<file path="src/hw/rtl/bstat_pkg.sv">
// ----------------------------------------------------------------------------
// bstat_pkg: shared constants and types for the block statistics unit
// Field widths, fixed-point scaling and the sequencer state encoding.
// ----------------------------------------------------------------------------
package bstat_pkg;

  // Default sample count limit per block
  localparam int DEF_MAX_SAMPLES = 16;

  // Fixed field widths
  localparam int SAMPLE_W = 16;
  localparam int MEAN_W   = 20;
  localparam int SD_W     = 20;

  // Fixed-point scaling: mean carries 4 fraction bits, variance is scaled by 2^8
  localparam int MEAN_FRAC = 4;
  localparam int VAR_SHIFT = 8;

  typedef enum logic [3:0] {
    S_IDLE,
    S_SQR_WAIT,
    S_MEAN,
    S_MEAN_WAIT,
    S_NSQ,
    S_NSQ_WAIT,
    S_SSQ,
    S_SSQ_WAIT,
    S_NN,
    S_NN_WAIT,
    S_VAR,
    S_VAR_WAIT,
    S_ROOT
  } state_t;

endpackage

</file>
<file path="src/hw/rtl/bstat_mul.sv">
// ----------------------------------------------------------------------------
// bstat_mul: radix-4 serial multiplier
// Shift-add over 2-bit digits of b, LSB first; stops as soon as b runs out.
// ----------------------------------------------------------------------------
module bstat_mul #(
  parameter int AW = 36,
  parameter int BW = 20
) (
  input  logic               clk,
  input  logic               rst,
  input  logic               go,
  input  logic [AW-1:0]      a,
  input  logic [BW-1:0]      b,
  output logic               done,
  output logic [AW+BW-1:0]   product
);

  localparam int PW = AW + BW;

  logic          running;
  logic [PW-1:0] ash;
  logic [BW-1:0] bsh;
  logic [PW-1:0] acc;
  logic [PW-1:0] pp;

  // partial product for the current digit
  assign pp = (bsh[0] ? ash : '0) + (bsh[1] ? {ash[PW-2:0], 1'b0} : '0);

  always_ff @(posedge clk) begin
    if (rst) begin
      running <= 1'b0;
      done    <= 1'b0;
    end else begin
      done <= 1'b0;
      if (go) begin
        running <= 1'b1;
      end else if (running && (bsh[BW-1:2] == '0)) begin
        running <= 1'b0;
        done    <= 1'b1;
      end
    end
  end

  always_ff @(posedge clk) begin
    if (go) begin
      ash <= PW'(a);
      bsh <= b;
      acc <= '0;
    end else if (running) begin
      acc <= acc + pp;
      ash <= {ash[PW-3:0], 2'b00};
      bsh <= {2'b00, bsh[BW-1:2]};
    end
  end

  assign product = acc;

endmodule

</file>
<file path="src/hw/rtl/bstat_div.sv">
// ----------------------------------------------------------------------------
// bstat_div: restoring serial divider
// One quotient bit per cycle over a DW-bit dividend.
// ----------------------------------------------------------------------------
module bstat_div #(
  parameter int DW = 49,
  parameter int VW = 10
) (
  input  logic          clk,
  input  logic          rst,
  input  logic          go,
  input  logic [DW-1:0] dividend,
  input  logic [VW-1:0] divisor,
  output logic          done,
  output logic [DW-1:0] quotient
);

  localparam int CNW = $clog2(DW);

  logic           running;
  logic [CNW-1:0] cnt;
  logic [DW-1:0]  q;
  logic [VW-1:0]  dvs;
  logic [VW-1:0]  rem;
  logic [VW:0]    r2;
  logic [VW:0]    diff;
  logic           ge;

  assign r2   = {rem, q[DW-1]};
  assign ge   = r2 >= {1'b0, dvs};
  assign diff = r2 - {1'b0, dvs};

  always_ff @(posedge clk) begin
    if (rst) begin
      running <= 1'b0;
      done    <= 1'b0;
    end else begin
      done <= 1'b0;
      if (go) begin
        running <= 1'b1;
      end else if (running && (cnt == '0)) begin
        running <= 1'b0;
        done    <= 1'b1;
      end
    end
  end

  always_ff @(posedge clk) begin
    if (go) begin
      q   <= dividend;
      dvs <= divisor;
      rem <= '0;
      cnt <= CNW'(DW - 1);
    end else if (running) begin
      // remainder stays below the divisor, so the top bit drops cleanly
      rem <= ge ? diff[VW-1:0] : r2[VW-1:0];
      q   <= {q[DW-2:0], ge};
      cnt <= cnt - 1'b1;
    end
  end

  assign quotient = q;

endmodule

</file>
<file path="src/hw/rtl/block_stats_unsigned16_top.sv">
// ----------------------------------------------------------------------------
// block_stats_unsigned16_top: mean, min, max and population std deviation
// Serial statistics engine over blocks of unsigned 16-bit samples.
// ----------------------------------------------------------------------------
// Usage:
//   Input channel: drive sample and last with start high; the transfer takes
//   place at the rising edge where start is high and busy is low. last marks
//   the final sample of a block.
//   Result channel: done pulses high for one cycle with mean_q4, minimum,
//   maximum, std_dev_q4 and overflow valid in that cycle only. The receiver
//   cannot stall; it must take the result in that cycle.
//   Per sample: each accepted sample is squared by a radix-4 serial
//   multiplier, so busy stays high after the transfer until the square is
//   done and no new sample is taken before then (sooner for small samples,
//   as the square loop stops when the digits run out).
//   Samples beyond MAX_SAMPLES are dropped unsquared and set the overflow
//   flag; a dropped sample with last still closes the block. End of block:
//   the block runs two serial divisions on a dividend of
//   DW = clog2(MAX_SAMPLES+1) + clog2(MAX_SAMPLES) + 40 bits, three serial
//   products and a square root of two radicand bits per step; the divisions,
//   at one quotient bit per cycle, take most of the time up to done.
//   done rises the cycle after the root finishes, busy is already low then,
//   and the statistics are cleared for the next block.
//   Reset: synchronous, active high; clears all running statistics and
//   returns the sequencer to idle with no result pending.
// ----------------------------------------------------------------------------
module block_stats_unsigned16_top #(
  parameter int MAX_SAMPLES = bstat_pkg::DEF_MAX_SAMPLES
) (
  input  logic                          clk,
  input  logic                          rst,
  input  logic                          start,
  output logic                          busy,
  input  logic [bstat_pkg::SAMPLE_W-1:0] sample,
  input  logic                          last,
  output logic                          done,
  output logic [bstat_pkg::MEAN_W-1:0]  mean_q4,
  output logic [bstat_pkg::SAMPLE_W-1:0] minimum,
  output logic [bstat_pkg::SAMPLE_W-1:0] maximum,
  output logic [bstat_pkg::SD_W-1:0]    std_dev_q4,
  output logic                          overflow
);

  // Width plan derived from the sample limit
  localparam int SMW  = bstat_pkg::SAMPLE_W;
  localparam int CW   = $clog2(MAX_SAMPLES + 1);   // sample count
  localparam int LGM  = $clog2(MAX_SAMPLES);
  localparam int SW   = SMW + LGM;                 // running sum
  localparam int SQW  = 2 * SMW + LGM;             // running sum of squares
  localparam int MBW  = SW + (SW % 2);             // multiplier digit operand
  localparam int PW   = SQW + MBW;                 // product
  localparam int NW   = CW + SQW;                  // n*sumsq - sum^2
  localparam int DW   = NW + bstat_pkg::VAR_SHIFT; // scaled variance dividend
  localparam int VW   = 2 * CW;                    // n^2
  localparam int RW2  = DW + (DW % 2);             // radicand, even width
  localparam int RTW  = RW2 / 2;                   // root
  localparam int REMW = RTW + 2;                   // root remainder
  localparam int RCW  = $clog2(RTW);

  localparam logic [CW-1:0] MAX_CNT = CW'(MAX_SAMPLES);

  bstat_pkg::state_t state, state_next;

  // running statistics
  logic [SMW-1:0] running_min;
  logic [SMW-1:0] running_max;
  logic [CW-1:0]  sample_count;
  logic [SW-1:0]  running_sum;
  logic [SQW-1:0] running_sum_squares;
  logic           overflow_seen;
  logic           last_q;

  // end-of-block intermediates
  logic [bstat_pkg::MEAN_W-1:0] mean_hold;
  logic [NW-1:0]  num;
  logic [VW-1:0]  nn;

  // square root unit
  logic [RW2-1:0]  rad;
  logic [RTW-1:0]  root;
  logic [REMW-1:0] rem;
  logic [RCW-1:0]  rcnt;
  logic [REMW+1:0] r2;
  logic [REMW+1:0] trial;
  logic [REMW+1:0] rdiff;
  logic            rge;
  logic [RTW-1:0]  root_next;

  // handshake
  logic accept;
  logic room;

  // serial units
  logic           mul_go, mul_done;
  logic [SQW-1:0] mul_a;
  logic [MBW-1:0] mul_b;
  logic [PW-1:0]  mul_p;
  logic           div_go, div_done;
  logic [DW-1:0]  div_dvd;
  logic [VW-1:0]  div_dvs;
  logic [DW-1:0]  div_q;

  assign accept = start && !busy;
  assign room   = sample_count < MAX_CNT;

  bstat_mul #(
    .AW (SQW),
    .BW (MBW)
  ) u_mul (
    .clk     (clk),
    .rst     (rst),
    .go      (mul_go),
    .a       (mul_a),
    .b       (mul_b),
    .done    (mul_done),
    .product (mul_p)
  );

  bstat_div #(
    .DW (DW),
    .VW (VW)
  ) u_div (
    .clk      (clk),
    .rst      (rst),
    .go       (div_go),
    .dividend (div_dvd),
    .divisor  (div_dvs),
    .done     (div_done),
    .quotient (div_q)
  );

  // One restoring square-root step: bring down two radicand bits per cycle
  assign r2        = {rem, rad[RW2-1 -: 2]};
  assign trial     = {2'b00, root, 2'b01};
  assign rge       = r2 >= trial;
  assign rdiff     = r2 - trial;
  assign root_next = {root[RTW-2:0], rge};

  // Next state
  always_comb begin
    state_next = state;
    unique case (state)
      bstat_pkg::S_IDLE: begin
        if (accept) begin
          if (room) begin
            state_next = bstat_pkg::S_SQR_WAIT;
          end else if (last) begin
            // dropped sample still closes the block
            state_next = bstat_pkg::S_MEAN;
          end
        end
      end
      bstat_pkg::S_SQR_WAIT: begin
        if (mul_done) begin
          state_next = last_q ? bstat_pkg::S_MEAN : bstat_pkg::S_IDLE;
        end
      end
      bstat_pkg::S_MEAN:      state_next = bstat_pkg::S_MEAN_WAIT;
      bstat_pkg::S_MEAN_WAIT: if (div_done) state_next = bstat_pkg::S_NSQ;
      bstat_pkg::S_NSQ:       state_next = bstat_pkg::S_NSQ_WAIT;
      bstat_pkg::S_NSQ_WAIT:  if (mul_done) state_next = bstat_pkg::S_SSQ;
      bstat_pkg::S_SSQ:       state_next = bstat_pkg::S_SSQ_WAIT;
      bstat_pkg::S_SSQ_WAIT:  if (mul_done) state_next = bstat_pkg::S_NN;
      bstat_pkg::S_NN:        state_next = bstat_pkg::S_NN_WAIT;
      bstat_pkg::S_NN_WAIT:   if (mul_done) state_next = bstat_pkg::S_VAR;
      bstat_pkg::S_VAR:       state_next = bstat_pkg::S_VAR_WAIT;
      bstat_pkg::S_VAR_WAIT:  if (div_done) state_next = bstat_pkg::S_ROOT;
      bstat_pkg::S_ROOT:      if (rcnt == '0) state_next = bstat_pkg::S_IDLE;
      default:                state_next = bstat_pkg::S_IDLE;
    endcase
  end

  // Outputs of the sequencer: unit launches and operand selection
  always_comb begin
    busy    = (state != bstat_pkg::S_IDLE);
    mul_go  = 1'b0;
    mul_a   = SQW'(sample);
    mul_b   = MBW'(sample);
    div_go  = 1'b0;
    div_dvd = DW'({running_sum, {bstat_pkg::MEAN_FRAC{1'b0}}});
    div_dvs = VW'(sample_count);
    unique case (state)
      bstat_pkg::S_IDLE: begin
        // square the sample while the cheap stats update in parallel
        mul_go = accept && room;
      end
      bstat_pkg::S_MEAN: begin
        div_go = 1'b1;
      end
      bstat_pkg::S_NSQ: begin
        mul_go = 1'b1;
        mul_a  = running_sum_squares;
        mul_b  = MBW'(sample_count);
      end
      bstat_pkg::S_SSQ: begin
        mul_go = 1'b1;
        mul_a  = SQW'(running_sum);
        mul_b  = MBW'(running_sum);
      end
      bstat_pkg::S_NN: begin
        mul_go = 1'b1;
        mul_a  = SQW'(sample_count);
        mul_b  = MBW'(sample_count);
      end
      bstat_pkg::S_VAR: begin
        div_go  = 1'b1;
        div_dvd = {num, {bstat_pkg::VAR_SHIFT{1'b0}}};
        div_dvs = nn;
      end
      default: begin
      end
    endcase
  end

  always_ff @(posedge clk) begin
    if (rst) begin
      state <= bstat_pkg::S_IDLE;
    end else begin
      state <= state_next;
    end
  end

  // Running statistics and result strobe
  always_ff @(posedge clk) begin
    if (rst) begin
      running_min         <= '1;
      running_max         <= '0;
      sample_count        <= '0;
      running_sum         <= '0;
      running_sum_squares <= '0;
      overflow_seen       <= 1'b0;
      last_q              <= 1'b0;
      done                <= 1'b0;
    end else begin
      done <= 1'b0;
      if (accept) begin
        last_q <= last;
        if (room) begin
          if (sample < running_min) running_min <= sample;
          if (sample > running_max) running_max <= sample;
          running_sum  <= running_sum + SW'(sample);
          sample_count <= sample_count + 1'b1;
        end else begin
          // block too long: drop the sample, flag it
          overflow_seen <= 1'b1;
        end
      end
      if (state == bstat_pkg::S_SQR_WAIT && mul_done) begin
        running_sum_squares <= running_sum_squares + mul_p[SQW-1:0];
      end
      if (state == bstat_pkg::S_ROOT && rcnt == '0) begin
        // result out, clear for the next block
        done                <= 1'b1;
        running_min         <= '1;
        running_max         <= '0;
        sample_count        <= '0;
        running_sum         <= '0;
        running_sum_squares <= '0;
        overflow_seen       <= 1'b0;
      end
    end
  end

  // End-of-block datapath
  always_ff @(posedge clk) begin
    if (state == bstat_pkg::S_MEAN_WAIT && div_done) begin
      mean_hold <= div_q[bstat_pkg::MEAN_W-1:0];
    end
    if (state == bstat_pkg::S_NSQ_WAIT && mul_done) begin
      num <= mul_p[NW-1:0];
    end
    if (state == bstat_pkg::S_SSQ_WAIT && mul_done) begin
      // sum^2 never exceeds n*sumsq
      num <= num - mul_p[NW-1:0];
    end
    if (state == bstat_pkg::S_NN_WAIT && mul_done) begin
      nn <= mul_p[VW-1:0];
    end
    if (state == bstat_pkg::S_VAR_WAIT && div_done) begin
      rad  <= RW2'(div_q);
      root <= '0;
      rem  <= '0;
      rcnt <= RCW'(RTW - 1);
    end
    if (state == bstat_pkg::S_ROOT) begin
      rad  <= {rad[RW2-3:0], 2'b00};
      root <= root_next;
      rem  <= rge ? rdiff[REMW-1:0] : r2[REMW-1:0];
      rcnt <= rcnt - 1'b1;
      if (rcnt == '0) begin
        mean_q4    <= mean_hold;
        minimum    <= running_min;
        maximum    <= running_max;
        std_dev_q4 <= root_next[bstat_pkg::SD_W-1:0];
        overflow   <= overflow_seen;
      end
    end
  end

endmodule

</file>
<file path="config.mk">
export PLATFORM = sky130hd
export DESIGN_NAME = block_stats_unsigned16_top
export DESIGN_NICKNAME = d
export VERILOG_FILES = /design/src/hw/rtl/bstat_pkg.sv /design/src/hw/rtl/bstat_mul.sv /design/src/hw/rtl/bstat_div.sv /design/src/hw/rtl/block_stats_unsigned16_top.sv
export SDC_FILE = /design/constraint.sdc
export NUM_CORES = 1
export LEC_CHECK = 0
export BUFFER_PORTS_ARGS = -buffer_cell sky130_fd_sc_hd__buf_2
export CELL_PAD_IN_SITES_DETAIL_PLACEMENT = 1
export CELL_PAD_IN_SITES_GLOBAL_PLACEMENT = 2
export CORE_MARGIN = 5
export CORE_UTILIZATION = 35
export CTS_CLUSTER_DIAMETER = 60
export DETAILED_ROUTE_END_ITERATION = 8
export MAX_ROUTING_LAYER = met4
export PLACE_DENSITY = 0.73
export SYNTH_ARGS = -nofsm -noshare
export SYNTH_HDL_FRONTEND = slang
export SYNTH_HIERARCHICAL = 1
export SYNTH_SLANG_ARGS = --single-unit
</file>
<file path="constraint.sdc">
create_clock -name clk -period 6.81 [get_ports clk]
set_input_delay 0.681 -clock clk [delete_from_list [all_inputs] [get_ports clk]]
set_output_delay 0.681 -clock clk [all_outputs]
set_load 0.05 [all_outputs]
</file>
### Yosys cells after proc, flatten, opt, wreduce, memory -nomap -nowiden

Index checks and enable logic that the tools add are counted.

| cells by class | value |
|---|---|
| add/sub/neg operators | 10 |
| multiply operators | 0 |
| divide/modulo/power cells | 0 |
| magnitude comparators | 5 |
| equal/unequal tests | 21 |
| shift operators | 0 |
| multiplexer cells | 45 |
| bitwise logic cells | 1 |
| reductions and logical operators | 35 |

Operators by type and width:

| cell | count |
|---|---|
| 49-bit 2-to-1 mux | 3 |
| 56-bit adder | 2 |
| 56-bit 2-to-1 mux | 2 |
| 36-bit case mux with 3 select lines | 1 |
| 50-bit 2-to-1 mux | 2 |
| 41-bit 2-to-1 mux | 2 |
| 27-bit 2-to-1 mux | 3 |
| 36-bit 2-to-1 mux | 2 |
| 4-bit case mux with 13 select lines | 1 |
| 25-bit 2-to-1 mux | 2 |
| 41-bit subtractor | 1 |
| 20-bit 2-to-1 mux | 2 |
| 4-bit 2-to-1 mux | 10 |
| 20-bit case mux with 2 select lines | 1 |
| 36-bit adder | 1 |
| 29-bit by 27-bit greater-or-equal comparator with 1-bit output | 1 |
| 27-bit subtractor | 1 |
| 20-bit by 16-bit adder with 20-bit output | 1 |
| 4-bit equality test (second input constant) | 5 |
| 18-bit zero test | 1 |
| 4-bit by 3-bit equality test with 1-bit output (second input constant) | 4 |
| 16-bit greater-than comparator | 1 |
| 16-bit < comparator | 1 |
| 5-bit 2-to-1 mux | 3 |
| other kinds (28) | 64 |

| word-level totals | value |
|---|---|
| register bits after elaboration | 562 |
| latch bits | 0 |
| bits in writable memories | 0 |
| bits in read-only memories | 0 |
| bits of input ports | 20 |
| output and inout port bits | 75 |
| word-level logic and storage cells | 152 |
| memories kept | 0 |

### Depth between registers and ports, before layout

Gate-level depths: netlist of run 1.

| depth | value |
|---|---|
| word-level depth | 6 |
| gate-level depth with buffers | 17 |
| mapped depth without buffers | 15 |

### Hierarchy

Netlist of run 1, hierarchy kept.

Modules (own cells, without submodules):

| module | instances | cells each | area each (um^2) |
|---|---|---|---|
| block_stats_unsigned16_top | 1 | 2080 | 20537.2 |
| bstat_mul | 1 | 1033 | 10025.9 |
| bstat_div | 1 | 275 | 3641.0 |

### Least setup slack after synthesis of run 1

OpenSTA, ideal clock, no wires.

| timing | value |
|---|---|
| path kind | register -> register |
| start point | register state[1] |
| end point | register running_sum_squares[26] |
| setup time | 0.129 ns |
| arrival | 5.326 ns |
| slack | 1.355 ns |
| cell stages (with the launch flop) | 9 |
| buffers on the path | 2 |
| period minus slack after synthesis | 5.455 ns |
| cells stage by stage | dfxtp_1 > clkbuf_1 > nand2b_1 > or2_2 > clkbuf_1 > nor2_1 > nor2_1 > nand2_1 > o21ai_0 |

| between the ends | value |
|---|---|
| word-level cells in the longest chain between the ends | 3 |

Ends and longest elaborated chain:

| item | RTL line | text |
|---|---|---|
| start: declaration | block_stats_unsigned16_top.sv:62 | `bstat_pkg::state_t state, state_next;` |
| start signal: assignment | block_stats_unsigned16_top.sv:217 | `state <= bstat_pkg::S_IDLE;` |
| start signal: assignment | block_stats_unsigned16_top.sv:219 | `state <= state_next;` |
| 4-bit equality test | block_stats_unsigned16_top.sv:251 | `if (state == bstat_pkg::S_ROOT && rcnt == '0) begin` |
| 1-bit logical AND | block_stats_unsigned16_top.sv:251 |  |
| 2-bit OR reduction (no line) | -- |  |
| end signal: assignment | block_stats_unsigned16_top.sv:249 | `running_sum_squares <= running_sum_squares + mul_p[SQW-1:0];` |
| end: declaration | block_stats_unsigned16_top.sv:69 | `logic [SQW-1:0] running_sum_squares;` |

Several ways; a longest one is shown, not always the timed one.
A chain may end at the register's enable or synchronous reset.

### Worst setup path after layout of run 1

| timing | value |
|---|---|
| start point | register state[3] |
| end point | register u_mul.bsh[3], enable pin |

| between the ends | value |
|---|---|
| word-level cells in the longest chain between the ends | 6 |

Ends and longest elaborated chain:

| item | RTL line | text |
|---|---|---|
| 4-bit nonzero test | block_stats_unsigned16_top.sv:175 | `busy = (state != bstat_pkg::S_IDLE);` |
| 1-bit zero test | block_stats_unsigned16_top.sv:103 | `assign accept = start && !busy;` |
| 1-bit logical AND | block_stats_unsigned16_top.sv:103 |  |
| 1-bit logical AND | block_stats_unsigned16_top.sv:185 | `mul_go = accept && room;` |
| 1-bit case mux with 2 select lines (*) | block_stats_unsigned16_top.sv:182 | `unique case (state)` |
| via mul_go | block_stats_unsigned16_top.sv:94 | `logic mul_go, mul_done;` |
| 2-bit nonzero test (no line) (*) | -- |  |
| end signal: assignment | bstat_mul.sv:52 | `bsh <= {2'b00, bsh[BW-1:2]};` |
| end: declaration | bstat_mul.sv:22 | `logic [BW-1:0] bsh;` |

Mark *: on every way through the listed nets, which the timed path passes. The rest lies on a longest branch.

==> results of run 1 <==
[worst min-delay path: cells and delay by family]
kind	cells	cell delay [ns]
and+or+nand+nor	1	0.07
AOI/OAI and AO/OA	1	0.05
buffers and inverters	1	0.13
[cell usage in the layout (no fill, tap or decap), types with 10 or more instances in the layout]
cell type	count
a221o_1	10
clkbuf_16	72
xor2_1	62
nor3_1	30
ha_1	203
and2_1	122
a21o_1	128
inv_1	158
mux2_2	121
o21ai_0	135
and3_1	35
nor2b_1	23
a21oi_1	213
a211oi_1	26
a22o_1	51
clkinv_2	12
buf_2	94
o21a_1	21
nand2_1	297
dfxtp_1	168
nand4_1	36
nand2b_1	30
buf_4	28
a31oi_1	27
fa_1	45
o21bai_1	22
edfxtp_1	364
or3_1	10
mux2i_1	68
nand3_1	38
clkinv_1	10
xnor2_1	84
nor2_1	223
o211ai_1	25
[power groups by stage]
stage / clock network (mW) / registers, mW / logic (mW)
floorplan: 0 / 4.23 / 3.30
global placement: 0 / 4.50 / 4.06
detailed placement: 0 / 4.52 / 4.18
CTS: 3.98 / 4.45 / 4.21
global route: 4.11 / 4.51 / 4.70
finish: 3.86 / 4.45 / 4.21
[per-layer routing]
| layer | up-vias | routed length (um) |
|---|---|---|
| li1 | 11300 | - |
| met4 | 0 | 2480 |
| met2 | 279 | 40700 |
| met3 | 146 | 2270 |
| met5 | - | 0 |
| met1 | 11700 | 44600 |
[final timing paths]
path	start	to	slack, ns	cells after the start
max	state[3]	u_mul/bsh[3]	2.18	8
min	last	last_q	0.37	3
max reg2reg	state[3]	u_mul/bsh[3]	2.18	8
min reg2reg	mean_hold[2]	mean_q4[2]	0.41	0
[sequential cells by signal, indices dropped and copies added, names as in the netlist, 25 cells and up]
| signal | count |
|---|---|
| u_mul/product | 41 |
| root | 25 |
| rem | 27 |
| u_div/quotient | 49 |
| running_sum_squares | 36 |
| rad | 50 |
| u_mul/ash | 41 |
| num | 41 |
[area by class of cell]
class	count	area, um2
clock inverters	50	567
fillers	10100	54200
flip-flops and latches	532	14300
inverters	160	601
clock buffers	81	1860
multi-input cells	2257	16300
repair buffers	122	681
well taps	1176	1470
[through the flow]
step | instances | cell area (um2) | power, mW
3_5_place_dp | 4247 | 33400 | 8.70
2_1_floorplan | 3098 | 31700 | 7.53
4_1_cts | 4378 | 35800 | 12.6
5_1_grt | 4378 | 35800 | 13.3
3_3_place_gp | 4247 | 33400 | 8.56
6_report | 4378 | 35800 | 12.5
==> out/qor.txt, run 1 <==
Status - finished clean
Worst vdd ir - 0.000196 V
# port buffers - 94
Slew Limit Fails - 0
Global-route wire length before repair - 144000 um
Die area - 96800 um2
Vias in the first global route - 24.8k
Number of primary I/O pins - 95
CP top delay family - simple AND/OR/NAND/NOR gates
CTS tree - built
Max Root-Sink Buffers - 3
Max_cap viols - 0
Most used cell along the critical path - nor2_1
Final Setup Violations - 0
Grt met1 use - 25.9%
Worst-path cell chain - nand2b_1 > nor3_1 > or2_2 > nor2_1 > nand2_4 > nor2_1 > buf_4 > inv_2
Max_slew headroom - 12.0%
Clk_lat worst skew - 0.64 ns
Dpl ws - 2.13 ns
CTS clk-pin slew, worst paths - 0.06 ns
Power Density - 349 nW/um2
Synthesized area - 31700 um2
# hold bufs at CTS - 0
Remaining DRCs - 0
GRT Max-Usage Layer - met2
Critical path startpoint category - flip-flop
Vias per std cell - 5.34
Clock group share of total power - 30.8%
Final net count - 3412
DRT Pass-1 Iters - 4
Least-Margin Pin Slew - 1.32 ns
Die X - 311 um
Routability cong. - 0.872
Worst path slowest cell - inv_2
Final hold vios - 0
Post-CTS Setup Repair Bufs - 0
Final Util - 39.8%
Total core area - 90000 um2
Critical Path AT - 4.85 ns
Pint - 7.95 mW
Clk root buf - clkbuf_16
Row cnt - 110
Critical path type - flip-flop to flip-flop
Vias post-DR - 23.4k
Synth warnings - 6
Crit path buf inv count - 2
CP Max Fanout - 56
CP max stage delay - 0.92 ns
FMAX - 0.216 GHz
Final HPWL DP - 66600 um
Grt met3 use - 1.95%
Initial antenna violation count - 1
Initial core utilization - 35.3%
H-tree levels - 3
Sink Count - 532
Switch share - 36.5%
Avg Inst Size Synth - 10.3 um2
Fin crit share - 68.0%
LEAKAGE - 14.8 nW
Clk_skew - 0.0239 ns
Routed len/inst - 20.6 um
Share of layout cells above drive strength 1 - 13.0%
Total wire length - 90000 um
Minimum clock period - 4.63 ns
Net Sw Power - 4.56 mW
Die H - 311 um
Area grow syn2layout - 12.8%
Antenna fix cells - 0
Min Hold Slack - 0.369 ns
PnR worst setup slack - 2.18 ns
RSZ-0062 raised after global routing - no
Comb pwr share - 33.6%
Largest net degree at the start of global routing - 79
Antenna Nets Post-Route - 0
Met2 Resource Use GR - 29.5%
Hold crit path type - input port to flip-flop
GRT Util Overall - 18.8%
Worst EP required - 7.03 ns
Syn Inst Count - 3095
Crit end category - flip-flop
Num CTS Buffers - 71
Post-CTS resize count - 0
Grt total ovfl - 0
DRT iter0 DRCs - 1146
TNS Setup - 0 ns
Sequential share of power - 35.5%
Power figures use the tool's default switching activity.
==> inputs of run 2 (changes only) <==
==> constraint.sdc (replaced) <==
create_clock -name clk -period 4.5 [get_ports clk]
set_input_delay 0.45 -clock clk [delete_from_list [all_inputs] [get_ports clk]]
set_output_delay 0.45 -clock clk [all_outputs]
set_load 0.05 [all_outputs]
==> run 2 against run 1 <==
Net effect:
- combinational power up 54%
- clock-buffer cell count up 7
- core utilization up 0.30 points
- critical path type unchanged
- highest routed layer unchanged
==> out/qor.txt, run 2 (same netlist as run 1, synthesis figures left out) <==
Clk root buf - clkbuf_16
Vias in the first global route - 24.7k (-0.65%)
Die area - 96800 um2 (unchanged)
Area grow syn2layout - 13.7%
Initial core utilization - 35.3% (unchanged)
Clk_lat worst skew - 0.62 ns (-0.02 ns)
Final hold vios - 0 (unchanged)
Worst vdd ir - 0.000248 V (+27%)
DRT Pass-1 Iters - 5 (+1)
Final Setup Violations - 0 (unchanged)
Max_cap viols - 0 (unchanged)
Cell area after placement - 33600 um2 (+0.59%)
Dpl ws - 0.545 ns (-1.59 ns)
Global-route wire length before repair - 141000 um (-1.6%)
Final net count - 3432 (+0.59%)
CP Max Fanout - 33 (-41%)
PnR worst setup slack - 0.560 ns (-1.62 ns)
Largest net degree at the start of global routing - 79 (unchanged)
Critical path type - flip-flop to flip-flop
Row cnt - 110 (unchanged)
H-tree levels - 3 (unchanged)
Critical Path AT - 4.43 ns (-0.42 ns)
Most frequent cells in the layout - edfxtp_1, nand2_1, nor2_1
Vias per std cell - 5.30 (-0.79%)
Die X - 311 um (unchanged)
# port buffers - 94 (unchanged)
Max_slew headroom - 25.0% (+13 points)
CTS tree - built
Most flop-heavy register - rad
Number of primary I/O pins - 95 (unchanged)
Final HPWL DP - 66400 um (-0.26%)
Post-CTS resize count - 0 (unchanged)
Comb pwr share - 33.9% (+0.3 points)
Slew Limit Fails - 0 (unchanged)
Num CTS Buffers - 71 (unchanged)
CTS clk-pin slew, worst paths - 0.06 ns (about the same)
Routability cong. - 0.872 (about the same)
Antenna fix cells - 0 (unchanged)
Vias post-DR - 23.3k (-0.31%)
Sink Count - 532 (unchanged)
Worst EP required - 4.99 ns (-2.04 ns)
Initial antenna violation count - 1 (unchanged)
Commonest non-fill, non-tap cell in the layout - edfxtp_1
Hold crit path type - input port to flip-flop
Net Sw Power - 6.81 mW (+49%)
TNS Setup - 0 ns (unchanged)
Least-Margin Pin Slew - 1.12 ns (-0.196 ns)
Switch share - 35.7% (-0.76 points)
Max reg flops - 50 (unchanged)
Remaining DRCs - 0 (unchanged)
Pint - 12.3 mW (+54%)
GRT Util Overall - 18.4% (-0.32 points)
Critical path startpoint category - flip-flop
DRT iter0 DRCs - 1231 (+7.4%)
FMAX - 0.254 GHz (+18%)
Fin crit share - 87.6% (+20 points)
LEAKAGE - 14.9 nW (+0.91%)
Total wire length - 88800 um (-1.4%)
Cell area after layout - 36100 um2 (+0.77%)
Antenna Nets Post-Route - 0 (unchanged)
Status - finished clean
Max Root-Sink Buffers - 3 (unchanged)
RSZ-0062 raised after global routing - no
Crit end category - flip-flop
Clock group share of total power - 31.2% (+0.4 points)
Total core area - 90000 um2 (unchanged)
Clk_skew - 0.0319 ns (+0.00800 ns)
Die H - 311 um (unchanged)
Power Density - 529 nW/um2 (+51%)
Post-CTS Setup Repair Bufs - 0 (unchanged)
Minimum clock period - 3.94 ns (-0.691 ns)
# hold bufs at CTS - 0 (unchanged)
Routed len/inst - 20.2 um (-1.9%)
Share of layout cells above drive strength 1 - 13.5% (+0.54 points)
Grt total ovfl - 0 (unchanged)
Sequential share of power - 34.9% (-0.6 points)
run 2: cell count changes in the layout (fill, tap and decap cells not counted), sizes merged:
cell      delta
clkinv      -15
buf         +20
clkbuf       +7
inv          +3
bufinv       +2
clkinvlp     +4
run 2: worst paths after layout:
check	to	slack [ns]	from	cells after the start
min reg2reg	mean_q4[2]	0.42	mean_hold[2]	0
min	last_q	0.17	last	3
max reg2reg	u_mul/product[28]	0.56	u_mul/bsh[0]	13
max	u_mul/product[28]	0.56	u_mul/bsh[0]	13
run 2: worst max-delay path, stage by stage (launching register included):
cell and delay [ns]:
edfxtp_1 0.48, buf_4 0.31, and2_1 0.20, fa_1 0.44, ha_1 0.40, a21o_1 0.21, nand3_1 0.14, a21oi_1 0.10
a2111oi_2 0.45, o21ai_1 0.19, a21oi_1 0.43, o21bai_1 0.13, xor2_1 0.15, a22o_1 0.19
run 2: area by class of cell:
| cell class | instances | area (um2) |
|---|---|---|
| inverter | 160 | 601 |
| multi-input combinational | 2257 | 16300 |
| clock inverter | 44 | 577 |
| timing repair buffer | 142 | 893 |
| clock buffer | 88 | 1920 |
| sequential | 532 | 14300 |
| tap | 1176 | 1470 |
| fill | 10100 | 53900 |
run 2: power by group through the flow:
stage / combinational, mW / clock, mW / sequential [mW]
after CTS: 6.46 / 6.14 / 6.65
after detailed placement: 6.41 / 0 / 6.76
after global routing: 7.24 / 6.35 / 6.74
after floorplan: 4.99 / 0 / 6.40
after global placement: 6.27 / 0 / 6.72
final: 6.47 / 5.95 / 6.65
run 2: stage by stage:
step | hold slack [ns] | util, % | cells | total power, mW
final | 0.170 | 40.1 | 4399 | 19.1
after detailed placement | 0.413 | 37.3 | 4267 | 13.2
after global placement | 0.411 | 37.3 | 4267 | 13.0
after floorplan | 0.400 | - | 3098 | 11.4
after global routing | 0.151 | 40.1 | 4399 | 20.3
after CTS | 0.132 | 40.1 | 4399 | 19.3
run 2: per-layer routing:
layer	GRT usage, %	part of all wire, %
met5	-	0
met4	4.45	2.0
met3	1.89	2.7
met2	29.5	46
met1	25.3	49
